===== src/rtl/core/hld_mod_unit.sv =====
// Bit-serial remainder unit: one quotient bit per cycle.
`default_nettype none

module hld_mod_unit #(
    parameter int DW = 32,
    parameter int VW = 8
) (
    input  wire logic          i_clk,
    input  wire logic          i_rst_n,
    input  wire logic          i_start,
    input  wire logic [DW-1:0] i_dividend,
    input  wire logic [VW-1:0] i_divisor,
    output logic               o_done,
    output logic [VW-1:0]      o_rem
);

    localparam int CW = $clog2(DW + 1);

    logic          r_busy, n_busy;
    logic          r_done, n_done;
    logic [CW-1:0] r_cnt, n_cnt;
    logic [DW-1:0] r_dvd, n_dvd;
    logic [VW-1:0] r_dvs, n_dvs;
    logic [VW-1:0] r_rem, n_rem;
    logic [VW:0]   w_tmp;

    always_comb begin
        n_busy = r_busy;
        n_done = 1'b0;
        n_cnt  = r_cnt;
        n_dvd  = r_dvd;
        n_dvs  = r_dvs;
        n_rem  = r_rem;
        w_tmp  = {r_rem, r_dvd[DW-1]};
        if (i_start) begin
            n_busy = 1'b1;
            n_cnt  = CW'(DW);
            n_dvd  = i_dividend;
            n_dvs  = i_divisor;
            n_rem  = '0;
        end else if (r_busy) begin
            if (w_tmp >= {1'b0, r_dvs}) begin
                w_tmp = w_tmp - {1'b0, r_dvs};
            end
            n_rem = w_tmp[VW-1:0];
            n_dvd = {r_dvd[DW-2:0], 1'b0};
            n_cnt = r_cnt - 1'b1;
            if (r_cnt == CW'(1)) begin
                n_busy = 1'b0;
                n_done = 1'b1;
            end
        end
    end

    always_ff @(posedge i_clk) begin
        if (!i_rst_n) begin
            r_busy <= 1'b0;
            r_done <= 1'b0;
            r_cnt  <= '0;
        end else begin
            r_busy <= n_busy;
            r_done <= n_done;
            r_cnt  <= n_cnt;
        end
    end

    always_ff @(posedge i_clk) begin
        r_dvd <= n_dvd;
        r_dvs <= n_dvs;
        r_rem <= n_rem;
    end

    assign o_done = r_done;
    assign o_rem  = r_rem;

endmodule

`default_nettype wire


===== config.mk =====
export PLATFORM = sky130hd
export DESIGN_NAME = hld_mod_unit
export DESIGN_NICKNAME = d
export VERILOG_FILES = /design/src/rtl/core/hld_mod_unit.sv
export SDC_FILE = /design/constraint.sdc
export NUM_CORES = 1
export LEC_CHECK = 0
export ABC_AREA = 1
export BUFFER_PORTS_ARGS = -buffer_cell sky130_fd_sc_hd__buf_2
export CORE_UTILIZATION = 55
export CTS_CLUSTER_SIZE = 8
export DETAILED_ROUTE_END_ITERATION = 10
export PLACE_DENSITY = 0.88
export SETUP_SLACK_MARGIN = 0.05
export SKIP_CTS_REPAIR_TIMING = 1
export SLEW_MARGIN = 10
export SYNTH_ARGS = -nofsm -noshare
export SYNTH_HDL_FRONTEND = slang
export SYNTH_SLANG_ARGS = --single-unit

===== constraint.sdc =====
create_clock -name i_clk -period 1.85 [get_ports i_clk]
set_clock_uncertainty 0.15 [all_clocks]
set_input_delay 0.185 -clock i_clk [delete_from_list [all_inputs] [get_ports i_clk]]
set_output_delay 0.185 -clock i_clk [all_outputs]
set_load 0.01 [all_outputs]

# Word-level counts from Yosys, hierarchy flattened

Cells that the tools add are included.

Output and inout port bits: 9
Register bits: 56
Input port bits: 43

Reductions and logical operators: 3
Mux-type cells: 9
$add $sub $neg: 2
$lt $le $gt $ge: 1
Bitwise logic cells: 2
Equal/unequal tests: 1

Operators with widths:

| cell                                                               | count |
|---|---|
| 32-bit 2-to-1 mux                                                  | 2 |
| 6-bit 2-to-1 mux                                                   | 2 |
| 9-bit by 8-bit >= comparator with 1-bit output                     | 1 |
| 8-bit 2-to-1 mux                                                   | 1 |
| 8-bit subtractor                                                   | 1 |
| 6-bit by 1-bit == test with 1-bit output, second input constant    | 1 |
| 6-bit by 1-bit subtractor with 6-bit output, second input constant | 1 |
| 1-bit 2-to-1 mux                                                   | 4 |
| 3-bit OR reduction                                                 | 1 |
| 1-bit inverter                                                     | 2 |
| 2-bit nonzero test                                                 | 1 |
| 2-bit OR reduction                                                 | 1 |

# Longest topological paths before layout

Gate-level depths: netlist of the first run.

Word-level depth: 4
Gate-level depth with buffers: 12
Gate-level depth less buffers: 12

# Least setup slack after synthesis of the first run

No wires, ideal clock.

Kind: register to register
Start point: reg r_busy
End point: reg r_dvd[0], enable pin
Slack: 0.161 ns
Data arrival time: 1.152 ns
Stages on the path, launching flop included: 4
Clock period less this slack: 1.689 ns
Cell sequence: dfxtp_1 -> buf_4 -> nor2_2 -> inv_1

Longest elaborated chain between the ends: 1

RTL lines:

| element                      | line | source |
|---|---|---|
| start, declared              | 19   | `logic r_busy, n_busy;` |
| start signal, assigned       | 61   | `r_busy <= n_busy;` |
| 2-bit nonzero test (no line) | --   |  |
| end signal, assigned         | 68   | `r_dvd <= n_dvd;` |
| end, declared                | 22   | `logic [DW-1:0] r_dvd, n_dvd;` |

No other way between the ends.
A chain may end at the register's enable or synchronous reset.

# Final worst setup path of the first run

Start point: reg r_dvs[0]
End point: reg r_rem[6] (netlist: o_rem[6])

Longest elaborated chain between the ends: 2

RTL lines:

| element                                                                                   | line   | source |
|---|---|---|
| start, declared                                                                           | 23     | `logic [VW-1:0] r_dvs, n_dvs;` |
| start signal, assigned                                                                    | 69     | `r_dvs <= n_dvs;` |
| 8-bit subtractor / 9-bit by 8-bit >= comparator with 1-bit output (equally long branches) | 43, 42 |  |
| 8-bit 2-to-1 mux (*)                                                                      | 42     | `if (w_tmp >= {1'b0, r_dvs}) begin` |
| end signal, assigned                                                                      | 70     | `r_rem <= n_rem;` |
| end, declared                                                                             | 24     | `logic [VW-1:0] r_rem, n_rem;` |

Mark *: on every way between the ends. The rest lies on a longest branch, timed or not.

==> results of run 1 <==
## layout make-up
cell class / count / area (um2)
clock buffer: 5 / 68.82
clock inverter: 3 / 21.27
fill: 341 / 1247
inverter: 31 / 117.6
multi-input combinational: 224 / 1252
sequential: 56 / 1523
tap: 67 / 83.83
timing repair buffer: 77 / 503.0
## critical path, cell delays in order, from the launching register on
cell and delay (ns):
edfxtp_1 0.44, ha_4 0.19, fa_2 0.37, inv_2 0.10, nand3_2 0.10, nand3_2 0.07, nand2_1 0.05, nand2_1 0.06
nand2_1 0.07, nand3_1 0.08, nand2_1 0.05
## registers in the layout, summed over array words and instances, names as in the netlist
register and count:
o_rem 8, r_dvd 32, r_dvs 8, r_busy 1, r_cnt 6, o_done 1
## layer usage
metal | track usage | up-vias | share of wire
li1 | - | 1175 | -
met1 | 0.2873 | 1115 | 0.40
met2 | 0.3673 | 108 | 0.52
met3 | 0.04390 | 18 | 0.051
met4 | 0.08761 | 0 | 0.028
met5 | 0 | - | 0
## cell usage after synthesis (all sizes together), types with 3 or more instances
cell type	count
nand2	151
edfxtp	40
dfxtp	16
clkbuf	5
or2	3
nand3b	7
a21oi	5
nand3	20
ha	10
nor3	3
nor2	14
xor2	4
buf	3
inv	30
## power groups by stage
stage / sequential [mW] / clock (mW) / combinational [mW]
2_1_floorplan: 1.53 / 0 / 0.278
3_3_place_gp: 1.53 / 0 / 0.391
3_5_place_dp: 1.54 / 0 / 0.410
4_1_cts: 1.51 / 0.699 / 0.413
5_1_grt: 1.53 / 0.750 / 0.565
6_report: 1.52 / 0.704 / 0.516
## cells by family after synthesis
| logic type | Yosys count | synth area share |
|---|---|---|
| flops | 56 | 0.5436 |
| simple gates | 200 | 0.3201 |
| fa+ha+maj | 11 | 0.05186 |
| compound gates | 8 | 0.01699 |
| buf+inv | 39 | 0.05498 |
| xor+xnor | 4 | 0.01252 |
## per-stage QoR
step | instances | hold slack (ns) | area (um2) | power (mW)
finish | 463 | -0.01701 | 3570 | 2.736
global route | 463 | 0.001069 | 3570 | 2.842
CTS | 442 | -0.1134 | 3249 | 2.621
detailed placement | 434 | 0.2146 | 3159 | 1.946
global placement | 434 | 0.2137 | 3159 | 1.923
floorplan | 318 | 0.1326 | 2799 | 1.804
## placed cells by master, fill, tap and decap left out, types with 4 or more instances in the layout
master / instances
nor2_1: 9
buf_2: 51
buf_4: 9
nand3b_1: 7
inv_2: 8
nand2_1: 144
ha_4: 6
clkbuf_8: 5
nand3_1: 16
ha_1: 4
dfxtp_1: 15
inv_1: 22
edfxtp_1: 40
xor2_1: 4
dlygate4sd3_1: 16
## how the worst min path moves through the flow
| stage | startpoint | endpoint | slack (ns) | cells past startpoint |
|---|---|---|---|---|
| after global routing | i_dividend[20] | r_dvd[20] | 0.001 | 3 |
| after floorplan | i_rst_n | r_cnt[5] | 0.13 | 2 |
| final | i_dividend[1] | r_dvd[1] | -0.02 | 3 |
| after detailed placement | i_divisor[0] | r_dvs[0] | 0.21 | 1 |
| after CTS | i_divisor[4] | r_dvs[4] | -0.11 | 1 |
| after global placement | i_divisor[0] | r_dvs[0] | 0.21 | 1 |
==> metrics.csv, run 1 <==
stage,metric,value,unit
clock_tree,clk slew on worst S/H paths,0.11,ns
floorplan,Die Height,73.34,um
outcome,violated checks,hold timing,
critical_path,CP Data Required Time,1.92,ns
floorplan,initial cell density of the core,0.5810,
yosys,number of synthesized flops with an enable pin,40,
sta,Final min period,1.819,ns
critical_path,worst reg2reg path depth,10,
critical_path,CP endpoint,o_rem[6],
pwr,Gate power share,0.189,
critical_path,worst path arrival time,1.89,ns
yosys,Yosys top cell by area,edfxtp_1,
critical_path,r2r setup slk,0.03,ns
drt,DRC Markers,0,
layout,nets@finish,449,
place,dpl ws,0.06907,ns
pwr,Switching Power,0.7802,mW
yosys,post-synthesis sequential area ratio,0.5436,
clock_tree,clock root cell,clkbuf_8,
clock_tree,Clock Tree Buf Depth,2,
critical_path,Crit Path Class,reg2reg,
sta,period utilization,0.9831,
layout,Layout area overhead,27.54,%
clock_tree,cts bufs inserted,5,
yosys,predominant post-synthesis flop cell,edfxtp_1,
grt,grt ovf,0,
place,PortBufs,51,
grt,first-pass GRT wire length,8983,um
sta,Fin. Hold Viols,9,
drt,number of nets with antenna violations after routing,0,
layout,diode count,0,
place,HPWL after DPL,3996,um
sta,final setup violating endpoints,0,
clock_tree,CTS tree,done,
yosys,Cells after Synth,318,
yosys,synthesized area per cell,8.802,um2
floorplan,Die Wd,73.34,um
place,Final GP Congestion,0.8894,
sta,Setup TNS,0,ns
flow_run,maxcap violations,0,
sta,worst hold slack,-0.01701,ns
yosys,YS warnings,0,
critical_path,worst setup path startpoint,r_dvs[0],
pwr,Sw Ratio,0.2851,
sta,worst setup margin,0.03132,ns
clock_tree,htree depth,2,
clock_tree,clk sink count,56,
floorplan,Top Ports,52,
layout,share of cells above drive strength 1,0.2702,
yosys,Post-Syn Area,2799,um2
yosys,Synth Register Bits,56,
pwr,Static Leak,1.716,nW
sta,Fmax,0.5499,GHz
worst_hold_path,HP Class,in2reg,
sta,Worst-Margin Slew,0.4124,ns
pwr,Cell Int Power,1.956,mW
drt,WL per Instance,14.78,um
pwr,share of total power in sequential cells,0.554,
floorplan,Die ar.,5378,um2
grt,vias in the first global route,2063,
critical_path,reg2reg end,o_rem[6],
yosys,Synth top area share,0.4291,
floorplan,Cell Rows,25,
yosys,ys async rst share,0,
grt,gr usage total,0.2215,
critical_path,r2r startpoint,r_dvs[0],
drt,WL final,6843,um
floorplan,Core Region,4817,um2
sta,Final Max Tran Viols,0,
drt,DR pass1 iterations,5,
pwr,total power per unit cell area,766.6,nW/um2
grt,largest net degree at the start of global routing,33,
pwr,Worst IR Drop VDD,0.5490,mV
layout,Final Core Density,0.7410,
pwr,Clk pwr share,0.257,
sta,RSZ-0062 raised after global routing,true,
drt,Via-to-Cell Ratio,5.218,
drt,Via Count,2416,
sta,slew margin rel.,0.7247,
drt,Initial DRC Count,194,
critical_path,Crit. End Element,register,
yosys,dominant cells by area after synthesis,"edfxtp_1, nand2_1, dfxtp_1",
clock_tree,clock insertion delay at the later pin of the skew report,0.32,ns
yosys,"Distinct cells, synth",31,
yosys,Mapped Nets,372,
grt,initial antenna violation count,0,
outcome,status,"finished, violations left",
critical_path,largest fanout on the critical path,2,
critical_path,startpoint types,register,
Note: power is estimated with default switching activity, not from simulation.
==> inputs of run 2 (changes only) <==
--- a/config.mk
+++ b/config.mk
@@ -7,10 +7,11 @@
 export LEC_CHECK = 0
 export ABC_AREA = 1
 export BUFFER_PORTS_ARGS = -buffer_cell sky130_fd_sc_hd__buf_2
-export CORE_UTILIZATION = 55
+export CORE_UTILIZATION = 56
+export CTS_BUF_LIST = sky130_fd_sc_hd__clkbuf_4
 export CTS_CLUSTER_SIZE = 8
 export DETAILED_ROUTE_END_ITERATION = 10
-export PLACE_DENSITY = 0.88
+export PLACE_DENSITY = 0.89
 export SETUP_SLACK_MARGIN = 0.05
 export SKIP_CTS_REPAIR_TIMING = 1
 export SLEW_MARGIN = 10
==> run 2 against run 1 <==
The run now ends clean. Wire length grew 8.6%. First-iteration DRC count shrank 8.2%. Die area shrank 1.7%. Sequential power is essentially flat. Clock power shrank 2%. Register-to-register slack is essentially flat. Utilization grew 6.1 points. Critical endpoint is now o_rem[0].
==> metrics.csv, run 2 (synthesis results as in run 1) <==
stage,metric,value,unit
outcome,status,completed,
clock_tree,clk sink count,56,
layout,diode count,0,
drt,DRC Markers,0,
grt,initial antenna violation count,0,
pwr,Static Leak,1.811,nW
floorplan,Top Ports,52,
clock_tree,clock insertion delay at the later pin of the skew report,0.39,ns
critical_path,CP Data Required Time,2.03,ns
drt,Initial DRC Count,178,
grt,grt ovf,0,
pwr,Cell Int Power,2.018,mW
clock_tree,Clock Tree Buf Depth,2,
sta,Setup TNS,0,ns
pwr,Worst IR Drop VDD,0.6228,mV
floorplan,Core Region,4755,um2
layout,Filler Cell Count,284,
critical_path,crit-path max cell delay,0.41,ns
grt,largest net degree at the start of global routing,34,
critical_path,slowest CP cell,edfxtp_1,
worst_hold_path,HP Class,in2reg,
layout,most frequent cells in the layout,"nand2_1, buf_2, dlygate4sd3_1, edfxtp_1, inv_1",
critical_path,worst path arrival time,2.00,ns
layout,Layout area overhead,36.16,%
layout,Multi-input gate area,1276,um2
layout,share of cells above drive strength 1,0.2560,
layout,Final Core Density,0.8016,
grt,first-pass GRT wire length,8963,um
sta,Worst-Margin Slew,0.4339,ns
floorplan,initial cell density of the core,0.5887,
sta,Final Max Tran Viols,0,
floorplan,Die ar.,5285,um2
layout,Largest Register,r_dvd,
drt,Via-to-Cell Ratio,5.334,
clock_tree,CTS tree,done,
pwr,share of total power in sequential cells,0.549,
pwr,Gate power share,0.202,
layout,Reg area,1523,um2
drt,number of nets with antenna violations after routing,0,
place,HPWL after DPL,3807,um
place,PortBufs,51,
floorplan,Cell Rows,25,
drt,WL final,7432,um
pwr,total power per unit cell area,725.6,nW/um2
sta,Final min period,1.813,ns
sta,Fin. Hold Viols,0,
place,Final GP Congestion,0.9129,
clock_tree,clk slew on worst S/H paths,0.16,ns
clock_tree,cts bufs inserted,5,
clock_tree,clock root cell,clkbuf_4,
grt,gr usage total,0.2218,
layout,max reg flops,32,
sta,period utilization,0.9801,
sta,final setup violating endpoints,0,
floorplan,Die Height,72.70,um
pwr,Clk pwr share,0.250,
clock_tree,htree depth,2,
drt,WL per Instance,15.32,um
flow_run,maxcap violations,0,
sta,RSZ-0062 raised after global routing,true,
pwr,Switching Power,0.7475,mW
grt,vias in the first global route,2035,
critical_path,Crit Path Class,reg2reg,
pwr,Sw Ratio,0.2703,
layout,"most common cell after layout, fill and taps aside",nand2_1,
critical_path,startpoint types,register,
sta,slew margin rel.,0.7104,
floorplan,Die Wd,72.70,um
critical_path,dominant delay contributor by cell family on the critical path,simple AND/OR/NAND/NOR gates,
critical_path,largest fanout on the critical path,8,
drt,DR pass1 iterations,5,
sta,worst hold slack,0.07539,ns
drt,Via Count,2587,
critical_path,Crit. End Element,register,
sta,Fmax,0.5515,GHz
critical_path,worst path buffer plus inverter count,2,
sta,worst setup margin,0.03682,ns
critical_path,CP cell instances,inv_1 > ha_4 > nand2_4 > inv_2 > nand3_2 > nor2_4 > nor2_4 > nand2_8 > nand2_1 > nand3_1 > nand2_1,
place,dpl ws,0.02727,ns
layout,nets@finish,471,
[run 2: final cells by class]
class,count,share of cell area
repair buffers,99,0.1917
inverters,31,0.03086
clock inverters,2,0.009192
clock buffers,6,0.01182
flip-flops and latches,56,0.3995
multi-input cells,224,0.3349
well taps,67,0.02200
[run 2: through the flow]
step | cells | instance area, um2 | power [mW]
floorplan | 318 | 2799 | 1.804
global placement | 432 | 3144 | 1.919
detailed placement | 432 | 3144 | 1.939
CTS | 440 | 3224 | 2.594
global route | 485 | 3811 | 2.862
finish | 485 | 3811 | 2.765
[run 2: routing by layer]
metal,track usage,up-vias,part of all wire
li1,-,1217,-
met1,0.2802,1196,0.37
met2,0.3676,152,0.53
met5,0,-,0
met3,0.05110,22,0.071
met4,0.09368,0,0.027
[run 2: path summary, 6_finish.rpt]
| check | start | slack, ns | end | cells past startpoint |
|---|---|---|---|---|
| max | r_dvs[5] | 0.04 | o_rem[0] | 11 |
| min | i_start | 0.08 | r_dvs[4] | 1 |
| max reg2reg | r_dvs[5] | 0.04 | o_rem[0] | 11 |
| min reg2reg | o_rem[6] | 0.36 | o_rem[6] | 2 |
[run 2: worst reg2reg max path, cell delays in order (launching register included)]
cell and delay, ns:
edfxtp_1 0.41, inv_1 0.11, ha_4 0.23, nand2_4 0.09
inv_2 0.05, nand3_2 0.08, nor2_4 0.05, nor2_4 0.23
nand2_8 0.11, nand2_1 0.08, nand3_1 0.07, nand2_1 0.11
[run 2: power by group through the flow]
| stage | Combinational [mW] | Clock, mW | Sequential, mW |
|---|---|---|---|
| after floorplan | 0.278 | 0 | 1.53 |
| after global placement | 0.388 | 0 | 1.53 |
| after CTS | 0.406 | 0.680 | 1.51 |
| after global routing | 0.613 | 0.723 | 1.53 |
| after detailed placement | 0.403 | 0 | 1.54 |
| final | 0.557 | 0.691 | 1.52 |
